==> src/rtl/core/mlr_pkg.sv <==
`timescale 1ns / 1ps
// Shared types, constants and helpers for the midpoint line rasterizer.
// No dependencies; every other file refers to this package by scoped names.
package mlr_pkg;

   // Coordinate width, one extra bit for compares, and decision width
   localparam int COORD_BITS = 12;
   localparam int EXT_BITS   = COORD_BITS + 1;
   localparam int DEC_BITS   = COORD_BITS + 4;

   typedef logic signed [COORD_BITS-1:0] coord_type;
   typedef logic signed [EXT_BITS-1:0]   ext_coord_type;
   typedef logic        [COORD_BITS-1:0] delta_type;
   typedef logic signed [DEC_BITS-1:0]   decision_type;

   // Command codes carried by an input item
   typedef enum logic [1:0] {
      FUNC_MOVE = 2'd0,
      FUNC_LINE = 2'd1,
      FUNC_STEP = 2'd2
   } func_type;

   // Octant class of the latched line
   typedef enum logic [2:0] {
      CASE_VERT  = 3'd0,
      CASE_SH_UP = 3'd1,
      CASE_SH_DN = 3'd2,
      CASE_ST_UP = 3'd3,
      CASE_ST_DN = 3'd4
   } line_case_type;

   typedef struct packed {
      func_type  func;
      coord_type point_x;
      coord_type point_y;
   } req_item_type;

   typedef struct packed {
      coord_type pixel_x;
      coord_type pixel_y;
      logic      last;
   } rsp_item_type;

   // Walk state of the current line
   typedef struct packed {
      line_case_type line_case;
      coord_type     walk_x;
      coord_type     walk_y;
      coord_type     stop_coord;
      delta_type     delta_x;
      delta_type     delta_y;
      decision_type  decision;
   } line_state_type;

   // Sign-extend a coordinate by one bit
   function automatic ext_coord_type sext(coord_type v);
      return {v[COORD_BITS-1], v};
   endfunction

   // Zero-extend a magnitude to decision width
   function automatic decision_type widen(delta_type v);
      return {{(DEC_BITS-COORD_BITS){1'b0}}, v};
   endfunction

endpackage

==> src/rtl/core/midpoint_line_rasterizer.sv <==
`timescale 1ns / 1ps
// A step item is held in the input register, then its pixel is written to the result register.
// Throughput: one item per cycle while the result register is not stalled; one pass of setup
// or step logic between the input register and the result register sets that figure.
// Reset (synchronous, active high): pen at the origin, no line active, both
// registers empty. Depends on mlr_pkg, mlr_line_setup, mlr_pixel_step.
module midpoint_line_rasterizer (
   input  logic                  clock,
   input  logic                  reset,
   input  logic                  req_valid,
   output logic                  req_ready,
   input  mlr_pkg::req_item_type req_item,
   output logic                  rsp_valid,
   input  logic                  rsp_ready,
   output mlr_pkg::rsp_item_type rsp_item
);

   logic                    in_valid_ff, in_valid_in;
   mlr_pkg::req_item_type   in_item_ff;
   mlr_pkg::coord_type      pen_x_ff, pen_x_in;
   mlr_pkg::coord_type      pen_y_ff, pen_y_in;
   logic                    busy_ff, busy_in;
   mlr_pkg::line_state_type line_ff, line_in;
   logic                    rsp_valid_ff, rsp_valid_in;
   mlr_pkg::rsp_item_type   rsp_item_ff, rsp_item_in;

   mlr_pkg::line_state_type setup;
   mlr_pkg::line_state_type stepped;
   logic                    step_last;
   logic                    fire;
   logic                    emit;

   mlr_line_setup u_setup (
      .pen_x   (pen_x_ff),
      .pen_y   (pen_y_ff),
      .point_x (in_item_ff.point_x),
      .point_y (in_item_ff.point_y),
      .setup   (setup)
   );

   mlr_pixel_step u_step (
      .cur  (line_ff),
      .nxt  (stepped),
      .last (step_last)
   );

   // Handshake: the held item executes when the result register can take a pixel
   assign fire      = in_valid_ff && (!rsp_valid_ff || rsp_ready);
   assign emit      = fire && (in_item_ff.func == mlr_pkg::FUNC_STEP) && busy_ff;
   assign req_ready = !in_valid_ff || fire;
   assign rsp_valid = rsp_valid_ff;
   assign rsp_item  = rsp_item_ff;

   // Command execution
   always_comb begin
      in_valid_in  = req_ready ? req_valid : in_valid_ff;
      pen_x_in     = pen_x_ff;
      pen_y_in     = pen_y_ff;
      busy_in      = busy_ff;
      line_in      = line_ff;
      rsp_valid_in = rsp_valid_ff && !rsp_ready;
      rsp_item_in  = rsp_item_ff;
      if (fire) begin
         case (in_item_ff.func)
            mlr_pkg::FUNC_MOVE: begin
               busy_in  = 1'b0;
               pen_x_in = in_item_ff.point_x;
               pen_y_in = in_item_ff.point_y;
            end
            mlr_pkg::FUNC_LINE: begin
               busy_in  = 1'b1;
               line_in  = setup;
               pen_x_in = in_item_ff.point_x;
               pen_y_in = in_item_ff.point_y;
            end
            mlr_pkg::FUNC_STEP: begin
               if (busy_ff) begin
                  rsp_valid_in        = 1'b1;
                  rsp_item_in.pixel_x = line_ff.walk_x;
                  rsp_item_in.pixel_y = line_ff.walk_y;
                  rsp_item_in.last    = step_last;
                  line_in             = stepped;
                  busy_in             = !step_last;
               end
            end
            default: begin
               busy_in = busy_ff;
            end
         endcase
      end
   end

   // Control registers
   always_ff @(posedge clock) begin
      if (reset) begin
         in_valid_ff  <= 1'b0;
         busy_ff      <= 1'b0;
         rsp_valid_ff <= 1'b0;
         pen_x_ff     <= '0;
         pen_y_ff     <= '0;
      end else begin
         in_valid_ff  <= in_valid_in;
         busy_ff      <= busy_in;
         rsp_valid_ff <= rsp_valid_in;
         pen_x_ff     <= pen_x_in;
         pen_y_ff     <= pen_y_in;
      end
   end

   // Payload registers
   always_ff @(posedge clock) begin
      if (req_ready) begin
         in_item_ff <= req_item;
      end
      line_ff     <= line_in;
      rsp_item_ff <= rsp_item_in;
   end

`ifndef SYNTHESIS
   // A pixel appears only after a step item ran on an active line
   assert property (@(posedge clock) disable iff (reset)
      $rose(rsp_valid_ff) |-> $past(emit))
      else $error("result without an executed step item");

   // The final pixel ends the line
   assert property (@(posedge clock) disable iff (reset)
      (emit && step_last) |=> !busy_ff)
      else $error("line still active after its final pixel");

   // A line command always leaves a line active
   assert property (@(posedge clock) disable iff (reset)
      (fire && (in_item_ff.func == mlr_pkg::FUNC_LINE)) |=> busy_ff)
      else $error("line command did not start a line");

   // Input stalls only behind a held item and a stalled pixel
   assert property (@(posedge clock) disable iff (reset)
      !req_ready |-> (in_valid_ff && rsp_valid_ff && !rsp_ready))
      else $error("input stalled without back-pressure");
`endif

endmodule

==> src/rtl/core/mlr_line_setup.sv <==
`timescale 1ns / 1ps
// Line setup: classifies the line from the pen to the new point and builds
// the starting walk state. Depends on mlr_pkg.
module mlr_line_setup (
   input  mlr_pkg::coord_type      pen_x,
   input  mlr_pkg::coord_type      pen_y,
   input  mlr_pkg::coord_type      point_x,
   input  mlr_pkg::coord_type      point_y,
   output mlr_pkg::line_state_type setup
);

   mlr_pkg::ext_coord_type dx;
   mlr_pkg::ext_coord_type dy;
   mlr_pkg::ext_coord_type adx_full;
   mlr_pkg::ext_coord_type ady_full;
   mlr_pkg::delta_type     adx;
   mlr_pkg::delta_type     ady;
   mlr_pkg::decision_type  dec_adx;
   mlr_pkg::decision_type  dec_ady;
   logic                   dx_neg, dx_zero, dx_pos;
   logic                   dy_neg, dy_zero, dy_pos;
   logic                   same_dir;
   logic                   shallow;
   mlr_pkg::coord_type     sx, sy, ex, ey;

   // Deltas and magnitudes
   always_comb begin
      dx       = mlr_pkg::sext(point_x) - mlr_pkg::sext(pen_x);
      dy       = mlr_pkg::sext(point_y) - mlr_pkg::sext(pen_y);
      dx_neg   = dx[mlr_pkg::EXT_BITS-1];
      dy_neg   = dy[mlr_pkg::EXT_BITS-1];
      dx_zero  = (dx == '0);
      dy_zero  = (dy == '0);
      dx_pos   = !dx_neg && !dx_zero;
      dy_pos   = !dy_neg && !dy_zero;
      adx_full = dx_neg ? -dx : dx;
      ady_full = dy_neg ? -dy : dy;
      adx      = adx_full[mlr_pkg::COORD_BITS-1:0];
      ady      = ady_full[mlr_pkg::COORD_BITS-1:0];
      dec_adx  = mlr_pkg::widen(adx);
      dec_ady  = mlr_pkg::widen(ady);
      same_dir = (dx_pos == dy_pos);
      shallow  = (ady <= adx);
   end

   // Walk starts at the lower-x end unless the case says otherwise
   always_comb begin
      if (dx_neg) begin
         sx = point_x;
         sy = point_y;
         ex = pen_x;
         ey = pen_y;
      end else begin
         sx = pen_x;
         sy = pen_y;
         ex = point_x;
         ey = point_y;
      end

      setup.delta_x = adx;
      setup.delta_y = ady;
      setup.walk_x  = sx;
      setup.walk_y  = sy;

      if (dx_zero) begin
         setup.line_case  = mlr_pkg::CASE_VERT;
         setup.walk_x     = pen_x;
         setup.walk_y     = dy_pos ? pen_y : point_y;
         setup.stop_coord = dy_pos ? point_y : pen_y;
         setup.decision   = '0;
      end else if (dy_zero || (same_dir && shallow)) begin
         setup.line_case  = mlr_pkg::CASE_SH_UP;
         setup.stop_coord = ex;
         setup.decision   = dec_adx - (dec_ady <<< 1);
      end else if (same_dir) begin
         setup.line_case  = mlr_pkg::CASE_ST_UP;
         setup.stop_coord = ey;
         setup.decision   = (dec_adx <<< 1) - dec_ady;
      end else if (shallow) begin
         setup.line_case  = mlr_pkg::CASE_SH_DN;
         setup.stop_coord = ex;
         setup.decision   = (dec_ady <<< 1) - dec_adx;
      end else begin
         setup.line_case  = mlr_pkg::CASE_ST_DN;
         setup.stop_coord = ey;
         setup.decision   = dec_ady - (dec_adx <<< 1);
      end
   end

endmodule

==> src/rtl/core/mlr_pixel_step.sv <==
`timescale 1ns / 1ps
// Pixel step: from the current walk state, flags the final pixel and
// advances position and decision by one pixel. Depends on mlr_pkg.
module mlr_pixel_step (
   input  mlr_pkg::line_state_type cur,
   output mlr_pkg::line_state_type nxt,
   output logic                    last
);

   mlr_pkg::ext_coord_type wx, wy, stop;
   mlr_pkg::ext_coord_type wx_inc, wy_inc, wy_dec;
   mlr_pkg::decision_type  two_dx, two_dy, two_diff;
   logic                   d_neg, d_pos;

   // Shared sums
   always_comb begin
      wx       = mlr_pkg::sext(cur.walk_x);
      wy       = mlr_pkg::sext(cur.walk_y);
      stop     = mlr_pkg::sext(cur.stop_coord);
      wx_inc   = wx + mlr_pkg::EXT_BITS'(1);
      wy_inc   = wy + mlr_pkg::EXT_BITS'(1);
      wy_dec   = wy - mlr_pkg::EXT_BITS'(1);
      two_dx   = mlr_pkg::widen(cur.delta_x) <<< 1;
      two_dy   = mlr_pkg::widen(cur.delta_y) <<< 1;
      two_diff = two_dx - two_dy;
      d_neg    = cur.decision[mlr_pkg::DEC_BITS-1];
      d_pos    = !d_neg && (cur.decision != '0);
   end

   // Per-case advance
   always_comb begin
      nxt  = cur;
      last = 1'b1;
      case (cur.line_case)
         mlr_pkg::CASE_VERT: begin
            last       = (wy >= stop);
            nxt.walk_y = wy_inc[mlr_pkg::COORD_BITS-1:0];
         end
         mlr_pkg::CASE_SH_UP: begin
            last       = (wx_inc >= stop);
            nxt.walk_x = wx_inc[mlr_pkg::COORD_BITS-1:0];
            if (d_neg) begin
               nxt.walk_y   = wy_inc[mlr_pkg::COORD_BITS-1:0];
               nxt.decision = cur.decision + two_diff;
            end else begin
               nxt.decision = cur.decision - two_dy;
            end
         end
         mlr_pkg::CASE_SH_DN: begin
            last       = (wx_inc >= stop);
            nxt.walk_x = wx_inc[mlr_pkg::COORD_BITS-1:0];
            if (d_pos) begin
               nxt.walk_y   = wy_dec[mlr_pkg::COORD_BITS-1:0];
               nxt.decision = cur.decision - two_diff;
            end else begin
               nxt.decision = cur.decision + two_dy;
            end
         end
         mlr_pkg::CASE_ST_UP: begin
            last       = (wy_inc >= stop);
            nxt.walk_y = wy_inc[mlr_pkg::COORD_BITS-1:0];
            if (!d_neg) begin
               nxt.walk_x   = wx_inc[mlr_pkg::COORD_BITS-1:0];
               nxt.decision = cur.decision + two_diff;
            end else begin
               nxt.decision = cur.decision + two_dx;
            end
         end
         mlr_pkg::CASE_ST_DN: begin
            last       = (wy_dec <= stop);
            nxt.walk_y = wy_dec[mlr_pkg::COORD_BITS-1:0];
            if (d_neg) begin
               nxt.walk_x   = wx_inc[mlr_pkg::COORD_BITS-1:0];
               nxt.decision = cur.decision - two_diff;
            end else begin
               nxt.decision = cur.decision - two_dx;
            end
         end
         default: begin
            last = 1'b1;
         end
      endcase
   end

endmodule

==> config.mk <==
export PLATFORM = sky130hd
export DESIGN_NAME = midpoint_line_rasterizer
export DESIGN_NICKNAME = d
export VERILOG_FILES = /design/src/rtl/core/mlr_pkg.sv /design/src/rtl/core/midpoint_line_rasterizer.sv /design/src/rtl/core/mlr_line_setup.sv /design/src/rtl/core/mlr_pixel_step.sv
export SDC_FILE = /design/constraint.sdc
export NUM_CORES = 1
export LEC_CHECK = 0
export ABC_AREA = 1
export BUFFER_PORTS_ARGS = -buffer_cell sky130_fd_sc_hd__buf_2
export CAP_MARGIN = 20
export CORE_UTILIZATION = 60
export CTS_CLUSTER_DIAMETER = 50
export CTS_CLUSTER_SIZE = 25
export DETAILED_ROUTE_END_ITERATION = 7
export PLACE_DENSITY = 0.83
export SETUP_SLACK_MARGIN = 0.15
export SYNTH_ARGS = -nofsm -noshare
export SYNTH_HDL_FRONTEND = slang
export SYNTH_HIERARCHICAL = 1
export SYNTH_SLANG_ARGS = --single-unit
==> constraint.sdc <==
create_clock -name clock -period 22.3 [get_ports clock]
set_input_delay 2.23 -clock clock [delete_from_list [all_inputs] [get_ports clock]]
set_output_delay 2.23 -clock clock [all_outputs]
set_load 0.005 [all_outputs]
==> Yosys cells after proc, flatten, opt, wreduce, memory -nomap -nowiden <==
Cells that the tools add are included.
{ "op_classes": {"n_eq_ne": 15, "n_bitwise": 1, "add_sub_neg": 18, "magnitude_cmp": 5, "reduce_logical": 35, "mux": 40} }
{ "ops": {"columns": ["op", "count"], "rows": [
  ["$mux 12", 16],
  ["$pmux 79 s2", 1],
  ["$mux 16", 8],
  ["$mux 76", 1],
  ["$pmux 16 s4", 1],
  ["$pmux 12 s4", 1],
  ["$pmux 12 s3", 1],
  ["$add 16x14->16", 2],
  ["$sub 16x14->16", 2],
  ["$sub 12x13->14", 2],
  ["$sub 13x12->14", 2],
  ["$add 12x2->13 const B", 2],
  ["$ge 13x12->1", 2],
  ["$logic_not 13->1", 2],
  ["$sub 12x12->13", 2],
  ["$mux 24", 1],
  ["$neg 12->12", 2],
  ["$add 16x16->16", 1],
  ["$reduce_bool 16->1", 1],
  ["$sub 16x16->16", 1],
  ["$sub 13x13->14", 1],
  ["$le 13x12->1", 1],
  ["$sub 12x2->13 const B", 1],
  ["$ge 12x12->1", 1],
  ["30 further kinds", 59]
]} }
{ "totals": {"in_bits": 30, "output_inout_bits": 27, "ff_bits": 157} }

==> Longest topological paths before layout <==
Gate-level depths: netlist of run 1.
{ "depth": {"ltp_word": 10, "mapped_depth": 40, "depth_no_buf": 38} }

==> Cells and area by module <==
The synthesis of run 1 kept the hierarchy.
{ "modules_own_cells": {"columns": ["module", "area_each_um2", "instances", "cells_per_inst"], "rows": [
  ["mlr_pixel_step", 9148.8, 1, 1678],
  ["midpoint_line_rasterizer", 6133.4, 1, 407],
  ["mlr_line_setup", 5969.5, 1, 1098]
]} }

==> Worst setup path after synthesis of run 1 <==
No wires, ideal clock.
{ "synth_path": {"kind": "in2reg", "from": "in rsp_ready", "to": "reg line_ff[0] (netlist bit) (enable)", "path_buffers": 0, "setup_slack_ps": 13449, "t_arrival_ps": 8218, "path_stages": 4, "cell_sequence": "inv_1 -> nand2_2 -> nand2_1 -> a211oi_1"} }
{ "synth_via": {"elab_chain_cells": 3} }
{ "synth_rtl": {"columns": ["item", "line_no", "rtl"], "rows": [
  ["from (decl)", "midpoint_line_rasterizer.sv:14", "input logic rsp_ready,"],
  ["$logic_or 1x1->1", "midpoint_line_rasterizer.sv:48", "assign fire = in_valid_ff && (!rsp_valid_ff || rsp_ready);"],
  ["$logic_and 1x1->1", "midpoint_line_rasterizer.sv:48", null],
  ["$reduce_and 4->1 (no line)", null, null],
  ["to (signal assigned)", "midpoint_line_rasterizer.sv:115", "line_ff <= line_in;"],
  ["to (decl)", "midpoint_line_rasterizer.sv:23", "mlr_pkg::line_state_type line_ff, line_in;"]
]} }
No other way between the ends.
A chain may end at the register's enable or synchronous reset.

==> results.py, run 1 <==
metrics = {
    "clocking": {
        "cts_hold_buf": 0,
        "htree_num_levels": 4,
        "clk-insertion-delay-late_ps": 450,
        "postCtsSetupRepairBufs": 0,
        "cts_made_buffers": 17,
        "clk_path_buf_depth": 2,
        "cts_resized": 0,
        "clk_pin_slew_ps": 70,
        "cts_sinks": 157,
        "cts_tree": "built",
        "root_buffer": "clkbuf_16",
    },
    "synthesis": {
        "ys_types": 65,
        "synthFlopType": "edfxtp_1",
        "synth_most_common_cell": "nand2_1",
        "synth_common_cells": "nand2_1, inv_1, nand3_1",
        "synth_edf_count": 130,
        "ys_ff_latch": 157,
        "yosys_warnings": 6,
        "async_reset_ff_share_pct": 0,
        "synth_cells": 3183,
        "synth_area_sq_mm": 0.02125,
        "syn_nets": 3445,
        "avgSynthCellArea_sq_um": 6.677,
        "ys_seq_area_share_pct": 20.91,
        "synth_top_area_cell": "edfxtp_1",
        "synthDominantCellAreaShare_pct": 18.37,
        "synthTopCellsByArea": "edfxtp_1, nand2_1, ha_1, inv_1, nand3_1",
    },
    "global_routing": {
        "grt_overflow": 0,
        "grt_pass1_wl_um": 109800,
        "grtUsageTotal_pct": 39.27,
        "antenna_found_initial": 2,
        "grt_pass1_vias": 19823,
        "grt_max_degree": 81,
    },
    "worst_setup_path": {
        "crit_arrival_ps": 6870,
        "r2r_end": "line_ff[11]$_DFFE_PP_",
        "critPathRequiredTime_ps": 22490,
        "cpMostUsedCell": "nand2_1",
        "rrSetupSlack_ps": 15620,
        "end_kind": "flop",
        "rr_worst_depth": 36,
        "worstSetupPathType": "flop to flop",
        "cp-start-kind": "flop",
        "critPathMaxFanout": 80,
        "cp_slowest_stage_delay_ps": 540,
        "cpMaxStageDelayCell": "nand2_4",
        "r2r-start": "in_item_ff[12]$_DFFE_PP_",
    },
    "floorplan": {
        "rows": 68,
        "core_sq_mm": 0.03471,
        "die_w_um": 190.2,
        "start_util_pct": 61.22,
        "dieArea_sq_mm": 0.03618,
        "die_y_um": 190.2,
        "ios": 57,
    },
    "power": {
        "power_density_mw_per_mm2": 81.32,
        "p_total_w": 0.001784,
        "peakVddDrop_mv": 0.08999,
        "p_leak_nw": 11.04,
    },
    "final_layout": {
        "area_growth_pct": 3.226,
        "layout.nets": 3399,
        "num-fill-cells": 3197,
        "post_route_cells_drive_above_1_share_pct": 9.587,
        "antenna_cells": 0,
    },
    "sta": {
        "rsz0062_at_grt": "no",
        "final_hold_viol_count": 0,
        "finalCriticalPeriod_ps": 6680,
        "max_freq_mhz": 149.7,
        "fin_ws_ps": 15620,
        "fin_skew_ps": 18.36,
        "drv_slew": 0,
        "relSlewSlack_pct": 26.08,
        "tns_ps": 0,
        "worst_pin_slew_ps": 1109,
        "timing.final.setup_violations": 0,
        "period_share_pct": 29.95,
    },
    "place": {
        "gp_congestion": 1.050,
        "io_buffers": 56,
        "dpl.hpwl_um": 56400,
        "place_ws_ps": 15770,
    },
    "status": {
        "outcome": "finished, violations left",
        "violations": "design-rule violations",
    },
    "routing": {
        "vias_per_cell": 6.043,
        "drc": 1,
        "avgRoutedWirePerCell_um": 19.74,
        "drt_wl_total_um": 71160,
        "antenna_left": 0,
        "dr.pass1.iters": 8,
        "first_iter_violations": 2908,
        "vias": 21785,
    },
    "run": {
        "cap_viol_max_count": 0,
    },
    "min_path": {
        "whs_endpoint": "rsp_item[19]$_DFFE_PP_",
        "hp-start": "line_ff[70]$_DFFE_PP_",
        "hold_path_class": "flop to flop",
        "hold_depth": 0,
    },
}
-- registers in the layout, summed over array words and instances, names as in the netlist --
| signal | count |
|---|---|
| pen_y_ff | 12 |
| busy_ff | 1 |
| rsp_valid | 1 |
| rsp_item | 25 |
| pen_x_ff | 12 |
| line_ff | 79 |
| in_item_ff | 26 |
| in_valid_ff | 1 |
-- cell families (layout without fill, tap and decap cells) --
family          Yosys count  after routing  synth area share, %
simple gates           1521           1521                30.92
buf+inv                 615            582                12.58
compound gates          481            481                13.18
fa+ha+maj               232            232                14.12
flops                   157            157                20.91
xor+xnor                 98             98                4.110
mux                      79             79                4.186
-- how the worst max path moves through the flow --
stage,slack (ps),start,to
6_report,15620,in_item_ff[12]$_DFFE_PP_,line_ff[11]$_DFFE_PP_
5_1_grt,15090,in_item_ff[12]$_DFFE_PP_,line_ff[11]$_DFFE_PP_
4_1_cts,15740,in_item_ff[12]$_DFFE_PP_,line_ff[11]$_DFFE_PP_
3_5_place_dp,15770,in_item_ff[12]$_DFFE_PP_,line_ff[11]$_DFFE_PP_
3_3_place_gp,15930,in_item_ff[12]$_DFFE_PP_,line_ff[11]$_DFFE_PP_
2_1_floorplan,13450,rsp_ready,line_ff[0]$_DFFE_PP_
-- worst max-delay path: cells and delay by family (launching register included) --
kind,cells,cell delay [ps]
simple gates,21,2780
compound gates,6,1060
flops,1,350
fa+ha+maj,3,950
buf+inv,5,950
mux,1,250
-- power by group --
| group | internal (W) | leakage (nW) | switching, W | total [W] |
|---|---|---|---|---|
| sequential | 0.000351 | 1.45 | 0.0000280 | 0.000379 |
| clock | 0.000159 | 0.273 | 0.000135 | 0.000294 |
| combinational | 0.000379 | 9.33 | 0.000733 | 0.00111 |
-- layout make-up --
cell class | instances | area [sq um] | share of cell area, %
repair buffers | 65 | 367.9 | 1.677
flip-flops and latches | 157 | 4444 | 20.26
clock inverters | 14 | 131.4 | 0.5989
well taps | 455 | 569.3 | 2.595
clock buffers | 18 | 439.2 | 2.002
inverters | 485 | 1823 | 8.310
multi-input cells | 2411 | 14160 | 64.56
-- routing by layer --
| layer | vias to the layer above | global-route usage [%] | wire, um |
|---|---|---|---|
| met1 | 10080 | 54.99 | 30370 |
| li1 | 10319 | - | - |
| met5 | - | 0 | 0 |
| met2 | 1224 | 60.30 | 30810 |
| met3 | 162 | 7.102 | 7564 |
| met4 | 0 | 13.82 | 2416 |
-- through the flow --
step / utilization, % / std cells / hold WS [ps] / area, sq um
5_1_grt: 63.20 / 3605 / 512.0 / 21940
2_1_floorplan: - / 3183 / 449.8 / 21250
6_report: 63.20 / 3605 / 500.4 / 21940
3_3_place_gp: 61.45 / 3571 / 476.8 / 21330
3_5_place_dp: 61.49 / 3572 / 482.4 / 21350
4_1_cts: 63.14 / 3604 / 502.9 / 21920
-- placed cells by master, fill, tap and decap left out, types with 19 or more instances in the layout --
| master | netlist | layout |
|---|---|---|
| nand2_1 | 823 | 823 |
| inv_1 | 451 | 451 |
| nand3_1 | 267 | 267 |
| nor2_1 | 263 | 262 |
| ha_1 | 219 | 218 |
| a21oi_1 | 178 | 178 |
| o21ai_0 | 153 | 153 |
| edfxtp_1 | 130 | 130 |
| xor2_1 | 88 | 88 |
| mux2_2 | 79 | 79 |
| buf_2 | 33 | 56 |
| nand4_1 | 47 | 47 |
| nor3_1 | 31 | 31 |
| inv_2 | 30 | 30 |
| dfxtp_1 | 27 | 27 |
| a31oi_1 | 24 | 24 |
| nand2_2 | 21 | 21 |
| o21bai_1 | 19 | 19 |
No activity file was read; power rests on OpenSTA's default activity.
==> inputs of run 2 (changes only) <==
- clock period: 22.3 -> 6.2 ns (I/O delays scaled with it)
==> results.py, run 2 (synthesis gave the netlist of run 1 again) <==
metrics = {
    "status": {
        "outcome": "completed",
    },
    "worst_setup_path": {
        "cpMostUsedCell": "nand2_1",
        "worstSetupPathType": "flop to flop",
        "critPathRequiredTime_ps": 6400,
        "cp.buffers_inverters": 3,
        "cp.depth": 29,
        "rr_worst_depth": 29,
        "cp-start-kind": "flop",
        "critPathMaxFanout": 15,
        "end_kind": "flop",
        "crit_arrival_ps": 5840,
        "path_delay_family": "compound AO/OA/AOI/OAI gates",
        "cp_slowest_stage_delay_ps": 700,
        "cpMaxStageDelayCell": "o21ai_0",
    },
    "final_layout": {
        "final_util_pct": 63.35,
        "area_growth_pct": 3.485,
        "layout_commonest_cell": "nand2_1",
        "top_register": "line_ff",
        "finalNonFillerCells": 3609,
        "final_cell_mix": "nand2_1, inv_1, nand3_1",
        "post_route_cells_drive_above_1_share_pct": 9.765,
        "layout.nets": 3403,
        "antenna_cells": 0,
        "largest_reg_flops": 79,
    },
    "global_routing": {
        "grtUsageTotal_pct": 38.52,
        "grt_overflow": 0,
        "grt_pass1_wl_um": 108400,
        "grt_pass1_vias": 19987,
        "grt_max_degree": 71,
        "antenna_found_initial": 3,
    },
    "sta": {
        "final_hold_viol_count": 0,
        "drv_slew": 0,
        "period_share_pct": 91.05,
        "finalCriticalPeriod_ps": 5645,
        "relSlewSlack_pct": 31.14,
        "rsz0062_at_grt": "no",
        "timing.final.setup_violations": 0,
        "hold_ws_ps": 338.3,
        "fin_ws_ps": 554.8,
        "fin_skew_ps": 19.18,
        "worst_pin_slew_ps": 1032,
        "max_freq_mhz": 177.1,
        "tns_ps": 0,
    },
    "power": {
        "power_density_mw_per_mm2": 293.6,
        "p_leak_nw": 11.07,
        "peakVddDrop_mv": 0.2637,
    },
    "floorplan": {
        "die_y_um": 190.2,
        "dieArea_sq_mm": 0.03618,
        "core_sq_mm": 0.03471,
        "die_w_um": 190.2,
        "rows": 68,
        "start_util_pct": 61.22,
        "ios": 57,
    },
    "min_path": {
        "hold_path_class": "input pin to flop",
        "hold_depth": 1,
    },
    "clocking": {
        "cts_sinks": 157,
        "clk_path_buf_depth": 2,
        "clk-insertion-delay-late_ps": 460,
        "root_buffer": "clkbuf_16",
        "clk_pin_slew_ps": 70,
        "htree_num_levels": 4,
        "cts_tree": "built",
        "cts_made_buffers": 17,
    },
    "routing": {
        "antenna_left": 0,
        "drc": 0,
        "drt_wl_total_um": 70210,
        "first_iter_violations": 3326,
        "avgRoutedWirePerCell_um": 19.45,
        "vias": 21850,
        "vias_per_cell": 6.054,
        "dr.pass1.iters": 6,
    },
    "run": {
        "cap_viol_max_count": 0,
    },
    "place": {
        "dpl.hpwl_um": 55570,
        "place_ws_ps": 588.6,
        "gp_congestion": 1.087,
        "post-place-cells": 3575,
        "io_buffers": 56,
    },
}
-- run 2: cell types whose count changed in the layout (fill, tap and decap cells not counted), sizes merged --
cell / delta
inv: +4
buf: +4
clkinv: -2
clkbuf: -1
bufinv: -1
-- run 2: final cells by class --
cell class	count	area, sq um
Clock inverter	15	143.9
Multi-Input combinational cell	2411	14180
Fill cell	3142	12720
Clock buffer	17	425.4
Timing Repair Buffer	69	410.4
Inverter	485	1823
Sequential cell	157	4444
Tap cell	455	569.3
-- run 2: through the flow --
step | cell area, sq um | total power, W
detailed placement | 21370 | 0.005274
global placement | 21370 | 0.005197
finish | 21990 | 0.006458
floorplan | 21260 | 0.004345
CTS | 21940 | 0.006317
global route | 21990 | 0.006894
-- run 2: routing by layer --
metal  part of all wire [%]  track usage [%]  up-vias
li1                       -                -    10309
met1                     42            54.08    10045
met2                     44            60.60     1341
met3                     11            5.700      153
met4                    3.0            12.18        2
met5                  0.027                0        -
-- run 2: repair_timing --
item | CTS | global route
endpoints found under the setup margin | 0 | 2
hold buffers | 0 | 0
setup buffers | 0 | 0
gates resized for setup | 0 | 2
-- run 2: power breakdown --
group | switching (W) | internal (W) | leakage, nW
Combinational | 0.00269 | 0.00138 | 9.35
Clock | 0.000501 | 0.000533 | 0.274
Sequential | 0.0000951 | 0.00126 | 1.45
Total | 0.00328 | 0.00317 | 11.1
-- run 2: worst paths after layout --
path	start	to	slack [ps]
min reg2reg	line_ff[70]$_DFFE_PP_	rsp_item[19]$_DFFE_PP_	490
min	req_item[6]	in_item_ff[6]$_DFFE_PP_	340
max reg2reg	in_item_ff[0]$_DFFE_PP_	line_ff[12]$_DFFE_PP_	550
max	in_item_ff[0]$_DFFE_PP_	line_ff[12]$_DFFE_PP_	550
-- run 2: worst reg2reg max path: cells and delay by family (launching register included) --
kind	cells	cell delay (ps)
AO/OA/AOI/OAI	7	1770
AND/OR/NAND/NOR	15	1510
adder cells (fa/ha/maj)	3	950
buffers and inverters	3	530
flip-flops	1	390
multiplexers	1	250
